[src/sv/char_lcd_write_sequencer_core_assert.svh]
// ----------------------------------------------------------------------------
// Assertion macros for the character LCD write sequencer
// Implication and never-true checks, empty when synthesised.
// ----------------------------------------------------------------------------
`ifndef CHAR_LCD_WRITE_SEQUENCER_CORE_ASSERT_SVH
`define CHAR_LCD_WRITE_SEQUENCER_CORE_ASSERT_SVH

`ifndef SYNTHESIS

`define CLWS_ASSERT_IMP(lbl, clk, rstn, ante, cons, msg) \
  lbl: assert property (@(posedge clk) disable iff (!(rstn)) (ante) |-> (cons)) \
    else $error(msg);

`define CLWS_ASSERT_NEVER(lbl, clk, rstn, cond, msg) \
  lbl: assert property (@(posedge clk) disable iff (!(rstn)) !(cond)) \
    else $error(msg);

`else

`define CLWS_ASSERT_IMP(lbl, clk, rstn, ante, cons, msg)

`define CLWS_ASSERT_NEVER(lbl, clk, rstn, cond, msg)

`endif

`endif

[src/sv/clws_pkg.sv]
// ----------------------------------------------------------------------------
// clws_pkg
// Types, constants and the init command table of the LCD write sequencer.
// ----------------------------------------------------------------------------
`timescale 1ns / 1ps

package clws_pkg;

  localparam int MAX_DIGITS = 5;
  localparam int DIG_IDX_W  = (MAX_DIGITS > 1) ? $clog2(MAX_DIGITS) : 1;
  localparam int CNT_W      = $clog2(MAX_DIGITS + 1);
  localparam int INIT_LEN   = 6;
  localparam int MAX_STEPS  = (2 * MAX_DIGITS > INIT_LEN) ? 2 * MAX_DIGITS : INIT_LEN;
  localparam int STEP_W     = $clog2(MAX_STEPS);
  localparam int QDEPTH     = 2;
  localparam int QPTR_W     = (QDEPTH > 1) ? $clog2(QDEPTH) : 1;
  localparam int QCNT_W     = $clog2(QDEPTH + 1);

  localparam logic [7:0] LCD_CMD_FUNC_SET = 8'h38;
  localparam logic [7:0] LCD_CMD_DISP_ON  = 8'h0C;
  localparam logic [7:0] LCD_CMD_ENTRY    = 8'h06;
  localparam logic [7:0] LCD_CMD_CLEAR    = 8'h01;
  localparam logic [7:0] LCD_ADDR_ROW1    = 8'h80;
  localparam logic [7:0] LCD_ADDR_ROW2    = 8'hC0;
  localparam logic [7:0] ASCII_ZERO       = 8'd48;
  localparam logic [1:0] ROW_FIRST        = 2'd1;

  // floor(v / 10) == (v * RECIP_10) >> RECIP_SHIFT for every 16-bit v
  localparam logic [15:0] RECIP_10    = 16'd52429;
  localparam int          RECIP_SHIFT = 19;

  typedef enum logic [1:0] {
    FUNC_INIT  = 2'd0,
    FUNC_CHAR  = 2'd1,
    FUNC_DIGIT = 2'd2,
    FUNC_NUM   = 2'd3
  } func_e;

  typedef enum logic [1:0] {
    JOB_INIT,
    JOB_PAIR,
    JOB_NUM
  } job_kind_e;

  typedef enum logic {
    FS_IDLE,
    FS_CONV
  } front_state_e;

  typedef enum logic {
    BS_IDLE,
    BS_RUN
  } back_state_e;

  typedef struct packed {
    job_kind_e                        kind;
    logic [7:0]                       addr;
    logic [7:0]                       data;
    logic [MAX_DIGITS-1:0][3:0]       digits;
    logic [CNT_W-1:0]                 count;
  } job_t;

  function automatic logic [7:0] init_cmd(input logic [STEP_W-1:0] step);
    logic [7:0] cmd;
    cmd = LCD_CMD_FUNC_SET;
    case (step)
      STEP_W'(3): cmd = LCD_CMD_DISP_ON;
      STEP_W'(4): cmd = LCD_CMD_ENTRY;
      STEP_W'(5): cmd = LCD_CMD_CLEAR;
      default:    cmd = LCD_CMD_FUNC_SET;
    endcase
    return cmd;
  endfunction

endpackage

[src/sv/char_lcd_write_sequencer_core.sv]
// ----------------------------------------------------------------------------
// char_lcd_write_sequencer_core
// Turns display requests into character LCD command and data writes.
// ----------------------------------------------------------------------------
// Each request yields its writes in order, one per cycle while the output is
// not stalled, with last set on the final one. Init gives six writes,
// character and digit two, a number two per shown digit. The write sequencer
// loads each job from a two-entry queue in its idle state before it steps
// through the job's writes. The front end takes a new request while the
// sequencer is busy, unless a job waits on a full queue; a number stalls it
// while its five decimal digits are found in turn through a reciprocal
// multiply by one tenth.
// ----------------------------------------------------------------------------
`timescale 1ns / 1ps

module char_lcd_write_sequencer_core (
  input  logic        clk_i,
  input  logic        rst_ni,
  input  logic        in_valid_i,
  output logic        in_stall_o,
  input  logic [1:0]  func_i,
  input  logic [3:0]  col_i,
  input  logic [1:0]  row_i,
  input  logic [15:0] value_i,
  output logic        out_valid_o,
  input  logic        out_stall_i,
  output logic        is_data_o,
  output logic [7:0]  bus_byte_o,
  output logic        last_o
);
  import clws_pkg::*;

  `include "char_lcd_write_sequencer_core_assert.svh"

  logic push, full, pop, empty;
  job_t push_job, head_job;

  clws_front u_front (
    .clk_i      (clk_i),
    .rst_ni     (rst_ni),
    .in_valid_i (in_valid_i),
    .in_stall_o (in_stall_o),
    .func_i     (func_i),
    .col_i      (col_i),
    .row_i      (row_i),
    .value_i    (value_i),
    .push_o     (push),
    .push_job_o (push_job),
    .full_i     (full)
  );

  clws_queue u_queue (
    .clk_i      (clk_i),
    .rst_ni     (rst_ni),
    .push_i     (push),
    .push_job_i (push_job),
    .full_o     (full),
    .pop_i      (pop),
    .empty_o    (empty),
    .head_o     (head_job)
  );

  clws_back u_back (
    .clk_i       (clk_i),
    .rst_ni      (rst_ni),
    .empty_i     (empty),
    .head_i      (head_job),
    .pop_o       (pop),
    .out_valid_o (out_valid_o),
    .out_stall_i (out_stall_i),
    .is_data_o   (is_data_o),
    .bus_byte_o  (bus_byte_o),
    .last_o      (last_o)
  );

  `CLWS_ASSERT_NEVER(a_pop_empty, clk_i, rst_ni, pop && empty, "pop from empty queue")
  `CLWS_ASSERT_IMP(a_push_full, clk_i, rst_ni, push && full, in_stall_o, "accept while queue full")
  `CLWS_ASSERT_IMP(a_cmd_last, clk_i, rst_ni, out_valid_o && last_o && !is_data_o, bus_byte_o == LCD_CMD_CLEAR, "final command write is not clear")

endmodule

[src/sv/clws_front.sv]
// ----------------------------------------------------------------------------
// clws_front
// Accepts requests, classifies them and splits numbers into decimal digits.
// ----------------------------------------------------------------------------
`timescale 1ns / 1ps

module clws_front (
  input  logic           clk_i,
  input  logic           rst_ni,
  input  logic           in_valid_i,
  output logic           in_stall_o,
  input  logic [1:0]     func_i,
  input  logic [3:0]     col_i,
  input  logic [1:0]     row_i,
  input  logic [15:0]    value_i,
  output logic           push_o,
  output clws_pkg::job_t push_job_o,
  input  logic           full_i
);
  import clws_pkg::*;

  front_state_e         state_q, state_d;
  logic                 job_valid_q, job_valid_d;
  job_t                 job_q, job_d;
  logic [15:0]          rem_q, rem_d;
  logic [DIG_IDX_W-1:0] cnt_q, cnt_d;

  logic                 in_accept;
  logic [31:0]          prod;
  logic [15:0]          quot;
  logic [15:0]          times10;
  logic [3:0]           dig;
  logic [7:0]           base;

  assign in_stall_o = (state_q == FS_CONV) || (job_valid_q && full_i);
  assign in_accept  = in_valid_i && !in_stall_o;
  assign push_o     = job_valid_q;
  assign push_job_o = job_q;

  assign prod    = 32'(rem_q) * 32'(RECIP_10);
  assign quot    = 16'(prod[31:RECIP_SHIFT]);
  assign times10 = 16'({quot, 3'b000}) + 16'({quot, 1'b0});
  assign dig     = 4'(rem_q - times10);
  assign base    = (row_i == ROW_FIRST) ? LCD_ADDR_ROW1 : LCD_ADDR_ROW2;

  always_ff @(posedge clk_i or negedge rst_ni) begin
    if (!rst_ni) begin
      state_q     <= FS_IDLE;
      job_valid_q <= 1'b0;
      cnt_q       <= '0;
    end else begin
      state_q     <= state_d;
      job_valid_q <= job_valid_d;
      cnt_q       <= cnt_d;
    end
  end

  always_ff @(posedge clk_i) begin
    job_q <= job_d;
    rem_q <= rem_d;
  end

  always_comb begin
    state_d     = state_q;
    job_valid_d = job_valid_q && full_i;
    job_d       = job_q;
    rem_d       = rem_q;
    cnt_d       = cnt_q;
    unique case (state_q)
      FS_IDLE: begin
        if (in_accept) begin
          job_d.addr  = 8'(base + 8'(col_i));
          job_d.data  = value_i[7:0];
          job_d.count = CNT_W'(1);
          unique case (func_e'(func_i))
            FUNC_INIT: begin
              job_d.kind  = JOB_INIT;
              job_valid_d = 1'b1;
            end
            FUNC_CHAR: begin
              job_d.kind  = JOB_PAIR;
              job_valid_d = 1'b1;
            end
            FUNC_DIGIT: begin
              job_d.kind  = JOB_PAIR;
              job_d.data  = 8'(value_i[7:0] + ASCII_ZERO);
              job_valid_d = 1'b1;
            end
            FUNC_NUM: begin
              job_d.kind = JOB_NUM;
              rem_d      = value_i;
              cnt_d      = '0;
              state_d    = FS_CONV;
            end
            default: begin
              job_d.kind = JOB_INIT;
            end
          endcase
        end
      end
      FS_CONV: begin
        job_d.digits[cnt_q] = dig;
        rem_d               = quot;
        if (dig != 4'd0) begin
          job_d.count = CNT_W'(cnt_q) + CNT_W'(1);
        end
        if (cnt_q == DIG_IDX_W'(MAX_DIGITS - 1)) begin
          state_d     = FS_IDLE;
          job_valid_d = 1'b1;
        end else begin
          cnt_d = cnt_q + DIG_IDX_W'(1);
        end
      end
      default: state_d = FS_IDLE;
    endcase
  end

endmodule

[src/sv/clws_queue.sv]
// ----------------------------------------------------------------------------
// clws_queue
// Short job queue between the request front end and the write sequencer.
// ----------------------------------------------------------------------------
`timescale 1ns / 1ps

module clws_queue (
  input  logic           clk_i,
  input  logic           rst_ni,
  input  logic           push_i,
  input  clws_pkg::job_t push_job_i,
  output logic           full_o,
  input  logic           pop_i,
  output logic           empty_o,
  output clws_pkg::job_t head_o
);
  import clws_pkg::*;

  job_t              mem_q [QDEPTH];
  logic [QPTR_W-1:0] wr_ptr_q, rd_ptr_q;
  logic [QCNT_W-1:0] cnt_q;
  logic              do_push, do_pop;

  assign full_o  = (cnt_q == QCNT_W'(QDEPTH));
  assign empty_o = (cnt_q == '0);
  assign head_o  = mem_q[rd_ptr_q];
  assign do_push = push_i && !full_o;
  assign do_pop  = pop_i && !empty_o;

  always_ff @(posedge clk_i or negedge rst_ni) begin
    if (!rst_ni) begin
      wr_ptr_q <= '0;
      rd_ptr_q <= '0;
      cnt_q    <= '0;
    end else begin
      if (do_push) begin
        wr_ptr_q <= wr_ptr_q + QPTR_W'(1);
      end
      if (do_pop) begin
        rd_ptr_q <= rd_ptr_q + QPTR_W'(1);
      end
      if (do_push && !do_pop) begin
        cnt_q <= cnt_q + QCNT_W'(1);
      end else if (do_pop && !do_push) begin
        cnt_q <= cnt_q - QCNT_W'(1);
      end
    end
  end

  always_ff @(posedge clk_i) begin
    if (do_push) begin
      mem_q[wr_ptr_q] <= push_job_i;
    end
  end

endmodule

[src/sv/clws_back.sv]
// ----------------------------------------------------------------------------
// clws_back
// Steps through the bus writes of one job into a registered output stage.
// ----------------------------------------------------------------------------
`timescale 1ns / 1ps

module clws_back (
  input  logic           clk_i,
  input  logic           rst_ni,
  input  logic           empty_i,
  input  clws_pkg::job_t head_i,
  output logic           pop_o,
  output logic           out_valid_o,
  input  logic           out_stall_i,
  output logic           is_data_o,
  output logic [7:0]     bus_byte_o,
  output logic           last_o
);
  import clws_pkg::*;

  back_state_e       state_q, state_d;
  job_t              job_q;
  logic [STEP_W-1:0] step_q, step_d;
  logic              out_valid_q, out_valid_d;
  logic              is_data_q;
  logic [7:0]        byte_q;
  logic              last_q;

  logic              produce;
  logic              wr_is_data;
  logic [7:0]        wr_byte;
  logic              wr_last;
  logic [STEP_W-2:0] pos;
  logic [CNT_W-1:0]  dig_sel;
  logic [STEP_W-1:0] num_last_step;

  assign pop_o       = (state_q == BS_IDLE) && !empty_i;
  assign produce     = (state_q == BS_RUN) && (!out_valid_q || !out_stall_i);
  assign out_valid_o = out_valid_q;
  assign is_data_o   = is_data_q;
  assign bus_byte_o  = byte_q;
  assign last_o      = last_q;

  assign pos           = step_q[STEP_W-1:1];
  assign dig_sel       = job_q.count - CNT_W'(1) - CNT_W'(pos);
  assign num_last_step = STEP_W'({job_q.count, 1'b0}) - STEP_W'(1);

  always_comb begin
    wr_is_data = step_q[0];
    wr_byte    = job_q.addr;
    wr_last    = 1'b0;
    unique case (job_q.kind)
      JOB_INIT: begin
        wr_is_data = 1'b0;
        wr_byte    = init_cmd(step_q);
        wr_last    = (step_q == STEP_W'(INIT_LEN - 1));
      end
      JOB_PAIR: begin
        wr_byte = step_q[0] ? job_q.data : job_q.addr;
        wr_last = step_q[0];
      end
      JOB_NUM: begin
        wr_byte = step_q[0]
                ? 8'(8'(job_q.digits[dig_sel[DIG_IDX_W-1:0]]) + ASCII_ZERO)
                : 8'(job_q.addr + 8'(pos));
        wr_last = (step_q == num_last_step);
      end
      default: wr_last = 1'b1;
    endcase
  end

  always_comb begin
    state_d     = state_q;
    step_d      = step_q;
    out_valid_d = out_valid_q && out_stall_i;
    unique case (state_q)
      BS_IDLE: begin
        if (!empty_i) begin
          state_d = BS_RUN;
          step_d  = '0;
        end
      end
      BS_RUN: begin
        if (produce) begin
          out_valid_d = 1'b1;
          step_d      = step_q + STEP_W'(1);
          if (wr_last) begin
            state_d = BS_IDLE;
          end
        end
      end
      default: state_d = BS_IDLE;
    endcase
  end

  always_ff @(posedge clk_i or negedge rst_ni) begin
    if (!rst_ni) begin
      state_q     <= BS_IDLE;
      step_q      <= '0;
      out_valid_q <= 1'b0;
    end else begin
      state_q     <= state_d;
      step_q      <= step_d;
      out_valid_q <= out_valid_d;
    end
  end

  always_ff @(posedge clk_i) begin
    if (pop_o) begin
      job_q <= head_i;
    end
    if (produce) begin
      is_data_q <= wr_is_data;
      byte_q    <= wr_byte;
      last_q    <= wr_last;
    end
  end

endmodule
[config.mk]
export PLATFORM = sky130hd
export DESIGN_NAME = char_lcd_write_sequencer_core
export DESIGN_NICKNAME = d
export VERILOG_FILES = /design/src/sv/clws_pkg.sv /design/src/sv/char_lcd_write_sequencer_core.sv /design/src/sv/clws_front.sv /design/src/sv/clws_queue.sv /design/src/sv/clws_back.sv
export VERILOG_INCLUDE_DIRS = /design/src /design/src/sv
export SDC_FILE = /design/constraint.sdc
export NUM_CORES = 1
export LEC_CHECK = 0
export BUFFER_PORTS_ARGS = -buffer_cell sky130_fd_sc_hd__buf_2
export CORE_MARGIN = 4
export CORE_UTILIZATION = 45
export DETAILED_ROUTE_END_ITERATION = 7
export GPL_ROUTABILITY_DRIVEN = 0
export PLACE_DENSITY_LB_ADDON = 0.25
export SLEW_MARGIN = 10
export SYNTH_ARGS = -nofsm -noshare
export SYNTH_HDL_FRONTEND = slang
export SYNTH_HIERARCHICAL = 1
export SYNTH_SLANG_ARGS = --single-unit
[constraint.sdc]
create_clock -name clk_i -period 7.1 [get_ports clk_i]
set_input_delay 0.355 -clock clk_i [delete_from_list [all_inputs] [get_ports clk_i]]
set_output_delay 0.355 -clock clk_i [all_outputs]
set_load 0.005 [all_outputs]
* Word level (Yosys, flattened, before mapping) *
Memories as Yosys holds them, arrays and structs flattened. A register that Yosys moved wholly into a read port is not among the register bits.
Index checks and enable logic that the tools add are counted.

storage, ports and cells
  input bits = 28
  memory bits (writable) = 82
  logic and storage cells = 137
  flip-flop bits (word level) = 82
  output and inout bits = 12
  memories kept = 1

memories
  memory         depth  width  read ports  clocked after Yosys merged registers in  write ports  line              source
  u_queue.mem_q  2      41     1           1                                        1            clws_queue.sv:19  job_t mem_q [QDEPTH];

cells by class
  add/subtract/negate cells = 15
  multiply operators = 1
  $lt $le $gt $ge = 3
  mux-type cells = 44
  eq/ne operators = 18
  bitwise logic cells = 2
  reduce and logical (&&, ||, !) cells = 31

operator list
  kind                                                         count
  multiplier 16 x 16 -> 32 bit (second input constant)         1
  two-way mux 16 bit                                           2
  case mux 16 bit (2 select lines)                             1
  two-way mux 8 bit                                            3
  case mux 8 bit (3 select lines)                              1
  bitwise mux 20 bit                                           1
  case mux 6 bit (3 select lines)                              1
  two-way mux 4 bit                                            4
  two-way mux 3 bit                                            5
  two-way mux 1 bit                                            13
  binary-select mux 4 bit (select 3 bit)                       1
  demux 4 bit (select 3 bit)                                   1
  case mux 3 bit (2 select lines)                              2
  logical AND 1 bit                                            10
  != test 2 bit (second input constant)                        5
  adder 8 x 3 -> 8 bit                                         1
  adder 8 x 4 -> 8 bit                                         1
  adder 8 x 6 -> 8 bit (second input constant)                 1
  == test 2 bit (second input constant)                        4
  == test 4 x 3 -> 1 bit (second input constant)               2
  less-than comparator 3 x 4 -> 1 bit (second input constant)  2
  case mux 4 bit (2 select lines)                              1
  AND reduction 2 bit                                          4
  adder 4 x 6 -> 7 bit (second input constant)                 1
  30 further kinds                                             46

* Depth between registers and ports, before layout *
Gate-level depths: netlist of run 1.

  depth in word-level cells = 7
  depth in mapped cells = 25
  mapped depth without buffers = 25

* By module *
Netlist of run 1, hierarchy kept.

modules (own cells, without submodules)
  module      cells an instance  instances  area each (um^2)
  clws_front  638                1          6959.2
  clws_queue  147                1          3358.2
  clws_back   202                1          2690.1

* Worst setup path before layout of run 1 *
No wires, ideal clock.

  kind = reg2reg
  start = reg u_front.rem_q[6]
  end = reg u_front.job_q, in the netlist u_front/push_job_o[0], enable pin
  path buffers = 0
  stages on the path, launching flop included = 24
  required time = 6.755 ns
  data arrival time = 5.994 ns
  clock period less this slack = 6.338 ns
  path slack = 0.762 ns
  path through = edfxtp_1 > ha_1 > inv_1 > fa_1 > inv_1 > fa_1 > fa_1 > fa_1 > inv_1 > fa_1 > inv_1 > ha_1 > nand2_1 > nor2_1 > a211oi_1 > o31ai_1 > a221oi_1 > xnor2_1 > ha_1 > xnor2_1 > or4_1 > inv_1 > o211a_1 > nor3_1

between the ends
  word-level cells in the longest chain between the ends = 6

RTL lines
  what                           line               source
  from (decl)                    clws_front.sv:25   logic [15:0] rem_q, rem_d;
  from (signal assigned)         clws_front.sv:60   rem_q <= rem_d;
  multiplier 16 x 16 -> 32 bit   clws_front.sv:40   assign prod = 32'(rem_q) * 32'(RECIP_10);
  adder 4 bit                    clws_front.sv:42   assign times10 = 16'({quot, 3'b000}) + 16'({quot, 1'b0});
  subtractor 4 bit               clws_front.sv:43   assign dig = 4'(rem_q - times10);
  named net u_front.dig[2]       clws_front.sv:32   logic [3:0] dig;
  nonzero test 4 bit             clws_front.sv:104  if (dig != 4'd0) begin
  != test 2 bit (no line)        n/a
  AND reduction 2 bit (no line)  n/a
  to (signal assigned)           clws_front.sv:59   job_q <= job_d;
  to (decl)                      clws_front.sv:24   job_t job_q, job_d;

The timed path passes the listed nets, and every way through them passes these cells.
A chain may end at the register's enable or synchronous reset.

* Worst setup path in the final report of run 1 *
  start = reg u_front.rem_q[10]
  end = reg u_front.job_q, in the netlist u_front/push_job_o[2], enable pin

The elaborated chain is that of the path after synthesis.

==> run_results.csv, run 1 <==
group,metric,value,unit
outcome,run_status,"finished, final reports clean",
grt,first_pass_grt_wire_length,40.8,mm
worst_hold_path,timing.hold.worst.class,"in2reg",
grt,groute.usage.overall,16.5,%
timing,fmax,147,MHz
layout,layout-drive-gt1-share,15.4,%
yosys,synth.cell_area,0.0130,sq mm
place,portBuffers,39,
die,floorplan.die_area,0.0317,sq mm
layout,design.final.nets,1313,
yosys,number_of_cells_produced_by_synthesis,987,
flow_run,drv_cap,0,
yosys,yosys-mux-area-fraction,6.45,%
die,die_y,178,microns
critical_path,critical_path.most_common_cell,"sky130_fd_sc_hd__inv_1",
place,cell_count_post_placement,1391,
grt,grt.met1_usage,21.7,%
clock_network,cts-root-buf,"sky130_fd_sc_hd__clkbuf_16",
timing,final-hold-violation-count,0,
timing,minimum_period_implied_by_the_final_worst_setup_slack,6.81,ns
critical_path,r2r.worst_path.cells,25,
yosys,synth_top_flop_cell,"sky130_fd_sc_hd__edfxtp_1",
critical_path,critical_path_peak_fanout,6,
routing,drtIter0Drc,335,
yosys,proportion_of_synthesized_flip_flops_having_asynchronous_set_or_reset,7.43,%
grt,initial_antenna_violation_count,0,
clock_network,tritoncts,"yes",
yosys,dominant_combinational_cell_family_by_area_after_synthesis,"adder cells",
timing,slew_of_the_pin_with_the_lowest_slew_margin,1.02,ns
yosys,synth_adder_area_share,27.0,%
worst_hold_path,worst_hold_path.num_cells,1,
yosys,synth_top_cell_by_area,"sky130_fd_sc_hd__edfxtp_1",
timing,rsz0062_at_grt,"false",
critical_path,cp_slowest_cell,"sky130_fd_sc_hd__or4_1",
grt,grt_use_met2,29.3,%
critical_path,timing.setup.critical_path_class,"reg2reg",
yosys,synth_sequential_area_ratio,46.1,%
critical_path,arrival,7.06,ns
critical_path,max_stage_delay,0.56,ns
clock_network,insertion_delay,0.49,ns
timing,setup-violations-final,0,
grt,grt_pass1_vias,7624,
layout,syn_to_final_growth,11.2,%
grt,grt_start_max_net_pins,46,
timing,clock_skew,0.00792,ns
routing,detail_route.vias_per_cell,5.08,
die,rows,61,
yosys,edff_count_synth,187,
routing,total_wire_length,25.4,mm
routing,drt-pass1-iter-count,4,
clock_network,cts.sinks,202,
yosys,synthesized_area_fraction_occupied_by_ao_oa_aoi_and_oai_cells,6.28,%
timing,final.hold.worst_slack,0.0437,ns
critical_path,worst_path_required_time,7.35,ns
yosys,synth.yosys.warnings,6,
grt,gr-total-overflow,0,
die,initial_utilization,46.2,%
yosys,synth_area_per_cell,13.2,sq um
yosys,synth-simple-area-share,5.03,%
timing,finalCritPeriodShare,95.9,%
critical_path,critPathCaptureType,"flip-flop",
clock_network,cts_made_buffers,22,
die,placeableCoreArea,0.0282,sq mm
yosys,synth_top_cell_area_share,43.2,%
yosys,ys_seq_elements,202,
yosys,number_of_unique_standard_cell_types_used_by_synthesis,69,
clock_network,clock_tree.htree_level_count,1,
layout,post_layout_nonfiller_instances,1447,
die,design.portCount,40,
yosys,synth-xor-area-share,2.41,%
timing,max-slew-margin-rel,32.3,%
timing,final-max-slew-violation-count,0,
yosys,post_synth_main_area_contributors,"sky130_fd_sc_hd__edfxtp_1 (43%), sky130_fd_sc_hd__ha_1 (14%), sky130_fd_sc_hd__fa_1 (13%), sky130_fd_sc_hd__inv_1 (5.3%), sky130_fd_sc_hd__mux2_4 (4.6%)",
routing,wire_per_inst,17.6,microns
clock_network,clk_path_buf_depth,3,
timing,setup-tns-final,0,ns
die,die_w,178,microns
layout,final_core_utilization,51.4,%
routing,routed-via-count,7353,
routing,route.detailed.drc,0,
clock_network,cts.clk_slew.worst_paths,0.06,ns
layout,insertedDiodeCount,0,
grt,met3_usage,1.67,%
place,dp.final_hpwl,19.9,mm
grt,gr-max-usage-layer,"met2",
routing,antenna_left,0,
critical_path,setup.worst_path.start_class,"flip-flop",
## flip-flops by register name, summed over array words and instances, names as in the netlist, 2 cells and up
| signal | flops |
|---|---|
| u_front/cnt_q | 3 |
| u_front/rem_q | 16 |
| u_back/job_q | 41 |
| u_back/bus_byte_o | 8 |
| u_front/push_job_o | 38 |
| u_back/step_q | 4 |
| u_queue/cnt_q | 2 |
| u_queue/mem_q | 82 |
## cell usage in the layout, fill, tap and decap left out, types with 7 or more instances in the layout
cell type                     n
sky130_fd_sc_hd__a21oi_1     22
sky130_fd_sc_hd__buf_2       39
sky130_fd_sc_hd__buf_4       24
sky130_fd_sc_hd__clkbuf_16   23
sky130_fd_sc_hd__dfrtp_1     14
sky130_fd_sc_hd__edfxtp_1   187
sky130_fd_sc_hd__fa_1        82
sky130_fd_sc_hd__ha_1       147
sky130_fd_sc_hd__inv_1      183
sky130_fd_sc_hd__mux2_2       7
sky130_fd_sc_hd__mux2_4      40
sky130_fd_sc_hd__mux2i_1      7
sky130_fd_sc_hd__nand2_1     37
sky130_fd_sc_hd__nand2b_1     9
sky130_fd_sc_hd__nor2_1      34
sky130_fd_sc_hd__nor2b_1      8
sky130_fd_sc_hd__nor3_1       9
sky130_fd_sc_hd__o21ai_0     31
sky130_fd_sc_hd__xnor2_1     21
sky130_fd_sc_hd__xor2_1      11
## path summary, 6_finish.rpt
path	startpoint	to	slack (ns)
setup / recovery	u_front/rem_q[10]$_DFFE_PP_	u_front/push_job_o[2]$_SDFFCE_PN0P_	0.29
hold / removal	col_i[0]	u_front/push_job_o[31]$_DFFE_PP_	0.04
setup reg to reg	u_front/rem_q[10]$_DFFE_PP_	u_front/push_job_o[2]$_SDFFCE_PN0P_	0.29
hold reg to reg	u_front/push_job_o[29]$_DFFE_PP_	u_queue/mem_q[0][29]$_DFFE_PP_	0.44
max in group asynchronous	rst_ni	u_queue/rd_ptr_q$_DFFE_PN0P_	6.51
min in group asynchronous	rst_ni	u_front/push_o$_DFF_PN0_	0.31
## critical path, delay by kind of cell (launching register included)
kind	cells	cell delay (ns)
simple gates	4	1.01
xor+xnor	2	0.38
buf+inv	7	0.61
compound gates	4	0.97
fa+ha+maj	8	3.19
flops	1	0.41
## metal layers
layer / up-vias / wire (microns)
met5: - / 0
met1: 3630 / 11000
li1: 3566 / -
met4: 0 / 521
met2: 124 / 13000
met3: 33 / 826
## through the flow
stage / instance area, sq um / setup slack, ns
floorplan: 13000 / 0.762
global placement: 13600 / 0.426
detailed placement: 13600 / 0.277
CTS: 14300 / 0.267
global route: 14500 / 0.0114
finish: 14500 / 0.293
## synthesized netlist by cell type (all sizes together), types with 3 or more instances
cell    number
inv        183
o221ai       4
xnor2       22
xor2        11
fa          82
dfrtp       15
a31oi        6
nand2b       9
a221oi       3
clkbuf      13
a21o         6
a21oi       22
o22ai        5
nand2       37
nand3        4
a211oi       7
o211ai       4
nor3b        3
mux2i        7
a22oi        3
mux2        47
nor3         9
mux4         4
buf         10
nor2        36
and2         5
and3         4
ha         150
edfxtp     187
o21ai       34
nor2b        8
o21a         4
a22o         3
nand4        3
## final cells by class
class,count,area (sq um)
clock buffers,29,608
multi-input cells,580,6220
repair buffers,64,385
flip-flops and latches,202,5990
inverters,183,687
well taps,378,473
fillers,2406,13700
clock inverters,11,96.3
## cell families (layout without fill, tap and decap cells)
group | Yosys count | after routing
compound gates | 121 | 121
xor+xnor | 34 | 34
fa+ha+maj | 232 | 232
buf+inv | 206 | 287
flops | 202 | 202
mux | 58 | 58
other cells | 2 | 3
simple gates | 132 | 132
## timing repair
| action | 4_1_cts | 5_1_grt |
|---|---|---|
| endpoints found under the hold margin | 15 | 0 |
| endpoints found under the setup margin | 0 | 3 |
| gates resized for setup | 0 | 5 |
| setup buffers | 0 | 15 |
| hold buffers | 1 | 0 |
Power of run 1 is left out: the tool's default activity adds up to more than one toggle a clock period on the data nets, which glitch-free logic cannot reach.
==> run 2: changes to the inputs <==
--- a/config.mk
+++ b/config.mk
@@ -17,3 +17,4 @@
 export SYNTH_HDL_FRONTEND = slang
 export SYNTH_HIERARCHICAL = 1
 export SYNTH_SLANG_ARGS = --single-unit
+export TNS_END_PERCENT = 20
==> constraint.sdc (replaced) <==
create_clock -name clk_i -period 6 [get_ports clk_i]
set_input_delay 0.3 -clock clk_i [delete_from_list [all_inputs] [get_ports clk_i]]
set_output_delay 0.3 -clock clk_i [all_outputs]
set_load 0.005 [all_outputs]
==> run 2 against run 1 <==
The run now ends with negative setup slack left; count of clock-buffer cells in the layout fell by 1; register-to-register slack got worse by 0.58 ns; critical path depth is 4 lower; fmax grew 8.2%; highest routed layer unchanged.
==> run_results.csv, run 2 (synthesis gave the netlist of run 1 again) <==
group,metric,value,unit
layout,multi_input_area,0.00651,sq mm
timing,fmax,159,MHz
critical_path,critPathCaptureType,"flip-flop",
clock_network,clk_path_buf_depth,3,
grt,grt_start_max_net_pins,45,
timing,minimum_period_implied_by_the_final_worst_setup_slack,6.29,ns
die,floorplan.die_area,0.0317,sq mm
outcome,run_status,"complete, but fails checks",
routing,route.detailed.drc,0,
place,portBuffers,39,
grt,first_pass_grt_wire_length,42.9,mm
clock_network,cts_made_buffers,22,
clock_network,cts-root-buf,"sky130_fd_sc_hd__clkbuf_16",
worst_hold_path,startpoint_of_the_most_critical_hold_path,"value_i[2]",
layout,insertedDiodeCount,0,
routing,drt-pass1-iter-count,4,
layout,regMostFlops,"u_queue/mem_q",
critical_path,series_of_cell_instances_along_the_critical_path,"ha_4, ha_1, ha_1, fa_1, fa_1, inv_1, fa_1, inv_1, ha_1, buf_4, o21a_1, a221oi_4, o31ai_4, a221oi_2, xnor2_1, ha_2, xnor2_2, or4_4, inv_2, o211a_1, nor3_4",
clock_network,cts.sinks,202,
grt,initial_antenna_violation_count,0,
layout,largest_register_ff_count,82,
routing,total_wire_length,27.1,mm
clock_network,cts.clk_slew.worst_paths,0.06,ns
critical_path,reg2reg_to,"u_front/push_job_o[1]$_SDFFCE_PN0P_",
die,die_w,178,microns
timing,final-hold-violation-count,0,
critical_path,setup.worst_path.start_class,"flip-flop",
routing,wire_per_inst,17.9,microns
layout,mostFrequentLayoutCell,"sky130_fd_sc_hd__edfxtp_1",
flow_run,drv_cap,0,
timing,finalCritPeriodShare,105,%
timing,layout_setup_ws,-0.291,ns
die,design.portCount,40,
critical_path,arrival,6.55,ns
outcome,failed_checks,"negative setup slack",
critical_path,r2r.worst_path.cells,21,
layout,fillerInstances,2304,
die,placeableCoreArea,0.0282,sq mm
layout,layout-drive-gt1-share,22.8,%
die,rows,61,
critical_path,critical_path_peak_fanout,4,
layout,mostFrequentLayoutCells,"sky130_fd_sc_hd__edfxtp_1 (187), sky130_fd_sc_hd__inv_1 (175), sky130_fd_sc_hd__ha_1 (130)",
layout,design.final.nets,1380,
grt,grt_pass1_vias,7980,
critical_path,cp_slowest_cell,"sky130_fd_sc_hd__or4_4",
die,initial_utilization,46.2,%
clock_network,tritoncts,"yes",
critical_path,critPathBufInv,4,
critical_path,max_stage_delay,0.56,ns
critical_path,cpLargestDelayFamily,"adder cells",
routing,antenna_left,0,
routing,routed-via-count,7633,
grt,gr-total-overflow,0,
timing,final.hold.worst_slack,0.0261,ns
grt,groute.usage.overall,17.5,%
timing,slew_of_the_pin_with_the_lowest_slew_margin,1.02,ns
clock_network,clock_tree.htree_level_count,1,
routing,drtIter0Drc,397,
timing,rsz0062_at_grt,"true",
worst_hold_path,worst_hold_path.num_cells,1,
critical_path,timing.setup.critical_path_class,"reg2reg",
critical_path,regToRegStartpoint,"u_front/rem_q[9]$_DFFE_PP_",
layout,syn_to_final_growth,17.4,%
timing,final-max-slew-violation-count,0,
place,dp.final_hpwl,21.2,mm
clock_network,insertion_delay,0.52,ns
timing,setup-violations-final,8,
critical_path,reg2reg_slack,-0.29,ns
critical_path,worst_path_required_time,6.26,ns
layout,ff_latch_area,0.00599,sq mm
die,die_y,178,microns
routing,detail_route.vias_per_cell,5.05,
timing,clock_skew,0.0223,ns
worst_hold_path,worstHoldEndpoint,"u_front/push_job_o[25]$_DFFE_PP_",
timing,max-slew-margin-rel,32.0,%
worst_hold_path,timing.hold.worst.class,"in2reg",
[run 2: what timing repair did]
| action | in CTS | in global routing |
|---|---|---|
| endpoints found under the setup margin | 8 | 18 |
| resized for setup | 4 | 26 |
| pin swaps | 5 | 10 |
| cloned | 0 | 0 |
| hold buffers | 6 | 1 |
| hold endpoints to repair | 20 | 1 |
| buffers inserted | 2 | 6 |
[run 2: cell type report]
| cell class | count | area share [%] |
|---|---|---|
| Sequential cell | 202 | 39.2 |
| Tap cell | 378 | 3.10 |
| Clock inverter | 10 | 0.901 |
| Clock buffer | 28 | 3.75 |
| Timing Repair Buffer | 131 | 5.94 |
| Multi-Input combinational cell | 580 | 42.6 |
| Inverter | 183 | 4.50 |
[run 2: metrics by stage]
step	utilization (%)	area [sq um]	cells	setup WS (ns)	TNS, ns
2_1_floorplan	-	13200	988	-0.0144	-0.0433
3_3_place_gp	50.7	14300	1459	-0.246	-1.11
3_5_place_dp	50.7	14300	1459	-0.307	-1.54
4_1_cts	53.6	15100	1505	-0.173	-0.519
5_1_grt	54.2	15300	1512	-0.466	-3.33
6_report	54.2	15300	1512	-0.291	-1.20
[run 2: worst register-to-register path: stages (launching register included)]
cell	delay [ns]
sky130_fd_sc_hd__edfxtp_1	0.52
sky130_fd_sc_hd__ha_4	0.30
sky130_fd_sc_hd__ha_1	0.29
sky130_fd_sc_hd__ha_1	0.32
sky130_fd_sc_hd__fa_1	0.47
sky130_fd_sc_hd__fa_1	0.54
sky130_fd_sc_hd__inv_1	0.05
sky130_fd_sc_hd__fa_1	0.52
sky130_fd_sc_hd__inv_1	0.04
sky130_fd_sc_hd__ha_1	0.30
sky130_fd_sc_hd__buf_4	0.14
sky130_fd_sc_hd__o21a_1	0.20
sky130_fd_sc_hd__a221oi_4	0.36
sky130_fd_sc_hd__o31ai_4	0.12
sky130_fd_sc_hd__a221oi_2	0.30
sky130_fd_sc_hd__xnor2_1	0.20
sky130_fd_sc_hd__ha_2	0.34
sky130_fd_sc_hd__xnor2_2	0.14
sky130_fd_sc_hd__or4_4	0.57
sky130_fd_sc_hd__inv_2	0.06
sky130_fd_sc_hd__o211a_1	0.19
sky130_fd_sc_hd__nor3_4	0.07
[run 2: worst max-delay path by stage]
stage,startpoint,end,slack [ns],cells past startpoint
floorplan,u_front/rem_q[11]$_DFFE_PP_,u_front/push_job_o[0]$_SDFFCE_PN1P_,-0.01,23
global placement,u_front/rem_q[11]$_DFFE_PP_,u_front/push_job_o[1]$_SDFFCE_PN0P_,-0.25,25
detailed placement,u_front/rem_q[11]$_DFFE_PP_,u_front/push_job_o[1]$_SDFFCE_PN0P_,-0.31,25
CTS,u_front/rem_q[2]$_DFFE_PP_,u_front/push_job_o[1]$_SDFFCE_PN0P_,-0.17,23
global route,u_front/rem_q[11]$_DFFE_PP_,u_front/push_job_o[0]$_SDFFCE_PN1P_,-0.47,24
finish,u_front/rem_q[9]$_DFFE_PP_,u_front/push_job_o[1]$_SDFFCE_PN0P_,-0.29,21
[run 2: metal layers]
| layer | track usage [%] | share of wire (%) | vias to the layer above |
|---|---|---|---|
| li1 | - | - | 3698 |
| met1 | 21.1 | 40 | 3706 |
| met2 | 31.9 | 52 | 165 |
| met3 | 2.20 | 3.1 | 64 |
| met4 | 6.74 | 4.3 | 0 |
| met5 | 0 | 0 | - |
Power of run 2 is left out for the same reason.
==> run 3: changes to the inputs <==
--- a/config.mk
+++ b/config.mk
@@ -8,9 +8,8 @@
 export LEC_CHECK = 0
 export BUFFER_PORTS_ARGS = -buffer_cell sky130_fd_sc_hd__buf_2
 export CORE_MARGIN = 4
-export CORE_UTILIZATION = 45
+export CORE_UTILIZATION = 50
 export DETAILED_ROUTE_END_ITERATION = 7
-export GPL_ROUTABILITY_DRIVEN = 0
 export PLACE_DENSITY_LB_ADDON = 0.25
 export SLEW_MARGIN = 10
 export SYNTH_ARGS = -nofsm -noshare
==> run 3 against run 2 <==
The run still ends with negative setup slack left; via count up 1.5%; count of clock-buffer cells in the layout fell by 2; worst setup slack gained 0.037 ns; wire length rose by 0.13%; critical path type unchanged; largest cell class unchanged.
==> run_results.csv, run 3 (synthesis gave the netlist of run 1 again) <==
group,metric,value,unit
outcome,run_status,"complete, but fails checks",
outcome,failed_checks,"negative setup slack",
critical_path,arrival,6.51,ns
timing,rsz0062_at_grt,"true",
critical_path,timing.setup.critical_path_class,"reg2reg",
layout,largest_register_ff_count,82,
timing,final.hold.worst_slack,0.0277,ns
timing,setup-tns-final,-1.28,ns
routing,routed-via-count,7748,
layout,mostFrequentLayoutCells,"sky130_fd_sc_hd__edfxtp_1 (187), sky130_fd_sc_hd__inv_1 (180), sky130_fd_sc_hd__ha_1 (136)",
timing,layout_setup_ws,-0.253,ns
critical_path,cp-startpoint,"u_front/rem_q[3]$_DFFE_PP_",
place,placed_area,0.0142,sq mm
routing,drt-pass1-iter-count,5,
grt,grt_pass1_vias,8272,
critical_path,series_of_cell_instances_along_the_critical_path,"ha_4, inv_1, fa_1, inv_1, fa_1, fa_1, fa_1, inv_1, fa_1, inv_2, ha_4, nand2_4, nor2_1, a211oi_2, o31ai_2, a221oi_2, xnor2_1, ha_1, xnor2_2, or4_4, inv_2, o211a_1, nor3_4",
layout,mostFrequentLayoutCell,"sky130_fd_sc_hd__edfxtp_1",
die,die_y,169,microns
timing,slew_of_the_pin_with_the_lowest_slew_margin,1.02,ns
critical_path,crit_path_end,"u_front/push_job_o[0]$_SDFFCE_PN1P_",
die,die_w,169,microns
grt,gr-total-overflow,0,
critical_path,setup.worst_path.start_class,"flip-flop",
critical_path,regToRegStartpoint,"u_front/rem_q[3]$_DFFE_PP_",
routing,drtIter0Drc,315,
timing,max-slew-margin-rel,32.1,%
routing,total_wire_length,27.1,mm
routing,antenna_left,0,
timing,fmax,160,MHz
routing,detail_route.vias_per_cell,5.30,
timing,final-hold-violation-count,0,
clock_network,cts_made_buffers,22,
layout,fillerInstances,2021,
clock_network,insertion_delay,0.51,ns
critical_path,critPathCaptureType,"flip-flop",
die,placeableCoreArea,0.0254,sq mm
die,floorplan.die_area,0.0287,sq mm
layout,insertedDiodeCount,0,
worst_hold_path,timing.hold.worst.class,"in2reg",
clock_network,clk_path_buf_depth,3,
layout,design_area,0.0152,sq mm
layout,layout-drive-gt1-share,22.7,%
critical_path,cp_slowest_cell,"sky130_fd_sc_hd__fa_1",
critical_path,reg2reg_to,"u_front/push_job_o[0]$_SDFFCE_PN1P_",
clock_network,cts-root-buf,"sky130_fd_sc_hd__clkbuf_16",
grt,first_pass_grt_wire_length,43.6,mm
die,rows,58,
critical_path,max_stage_delay,0.55,ns
flow_run,drv_cap,0,
timing,minimum_period_implied_by_the_final_worst_setup_slack,6.25,ns
place,dp.final_hpwl,21.4,mm
critical_path,critical_path.most_common_cell,"sky130_fd_sc_hd__fa_1",
critical_path,critical_path_peak_fanout,4,
critical_path,critical_path_depth,23,
clock_network,clock_tree.htree_level_count,1,
grt,initial_antenna_violation_count,0,
critical_path,r2r.worst_path.cells,23,
timing,setup-violations-final,8,
critical_path,cpLargestDelayFamily,"adder cells",
place,portBuffers,39,
timing,finalCritPeriodShare,104,%
routing,wire_per_inst,18.5,microns
layout,regMostFlops,"u_queue/mem_q",
grt,groute.usage.overall,19.5,%
layout,design.final.nets,1377,
timing,clock_skew,0.0318,ns
critical_path,critPathBufInv,5,
routing,route.detailed.drc,0,
die,design.portCount,40,
die,initial_utilization,51.2,%
critical_path,worst_path_required_time,6.26,ns
clock_network,cts.sinks,202,
timing,final-max-slew-violation-count,0,
grt,grt_start_max_net_pins,45,
place,place.gp.congestion,0.930,
critical_path,reg2reg_slack,-0.25,ns
layout,syn_to_final_growth,16.9,%
clock_network,tritoncts,"yes",
clock_network,cts.clk_slew.worst_paths,0.06,ns
-- run 3: changes by cell type in the layout (fill, tap and decap cells not counted), sizes merged --
cell / before / now
inv: 183 / 185
dlygate4sd3: 7 / 6
buf: 124 / 122
clkinv: 5 / 6
bufinv: 3 / 4
clkbuf: 28 / 26
-- run 3: area by class of cell --
| type | instances | area [sq um] | share of cell area [%] |
|---|---|---|---|
| Timing Repair Buffer | 128 | 882 | 5.80 |
| Clock buffer | 26 | 597 | 3.93 |
| Multi-Input combinational cell | 580 | 6450 | 42.4 |
| Tap cell | 330 | 413 | 2.72 |
| Clock inverter | 14 | 185 | 1.22 |
| Inverter | 183 | 687 | 4.52 |
| Sequential cell | 202 | 5990 | 39.4 |
-- run 3: routing by layer --
metal	vias to the layer above	share of wire, %	wire (microns)	track usage, %
met5	-	0	0	0
met4	0	2.6	706	5.99
met3	42	3.5	942	2.52
li1	3680	-	-	-
met2	139	53	14500	35.7
met1	3887	41	11000	24.0
-- run 3: how the worst min path moves through the flow --
| stage | start | to | slack [ns] | depth (start not counted) |
|---|---|---|---|---|
| detailed placement | rst_ni | u_back/out_valid_o$_DFF_PN0_ | 0.25 | 1 |
| global route | value_i[0] | u_front/push_job_o[23]$_DFFE_PP_ | 0.01 | 1 |
| floorplan | rst_ni | u_back/out_valid_o$_DFF_PN0_ | 0.004 | 0 |
| global placement | rst_ni | u_back/step_q[0]$_DFFE_PN0P_ | 0.24 | 1 |
| CTS | value_i[0] | u_front/push_job_o[23]$_DFFE_PP_ | 0.02 | 1 |
| finish | value_i[0] | u_front/push_job_o[23]$_DFFE_PP_ | 0.03 | 1 |
-- run 3: what timing repair did --
item	CTS	global route
pin swaps	4	10
endpoints found under the hold margin	20	0
hold buffers	6	0
endpoints found under the setup margin	14	19
setup buffers	3	3
gates resized for setup	7	9
-- run 3: per-stage QoR --
step                      utilization [%]  setup WS, ns  std cells
after global routing                 59.9        -0.505       1463
after floorplan                         -       -0.0144        988
after CTS                            59.5        -0.169       1460
after global placement               56.0        -0.148       1411
after detailed placement             56.0        -0.259       1411
final                                59.9        -0.253       1463
Power of run 3 is left out for the same reason.
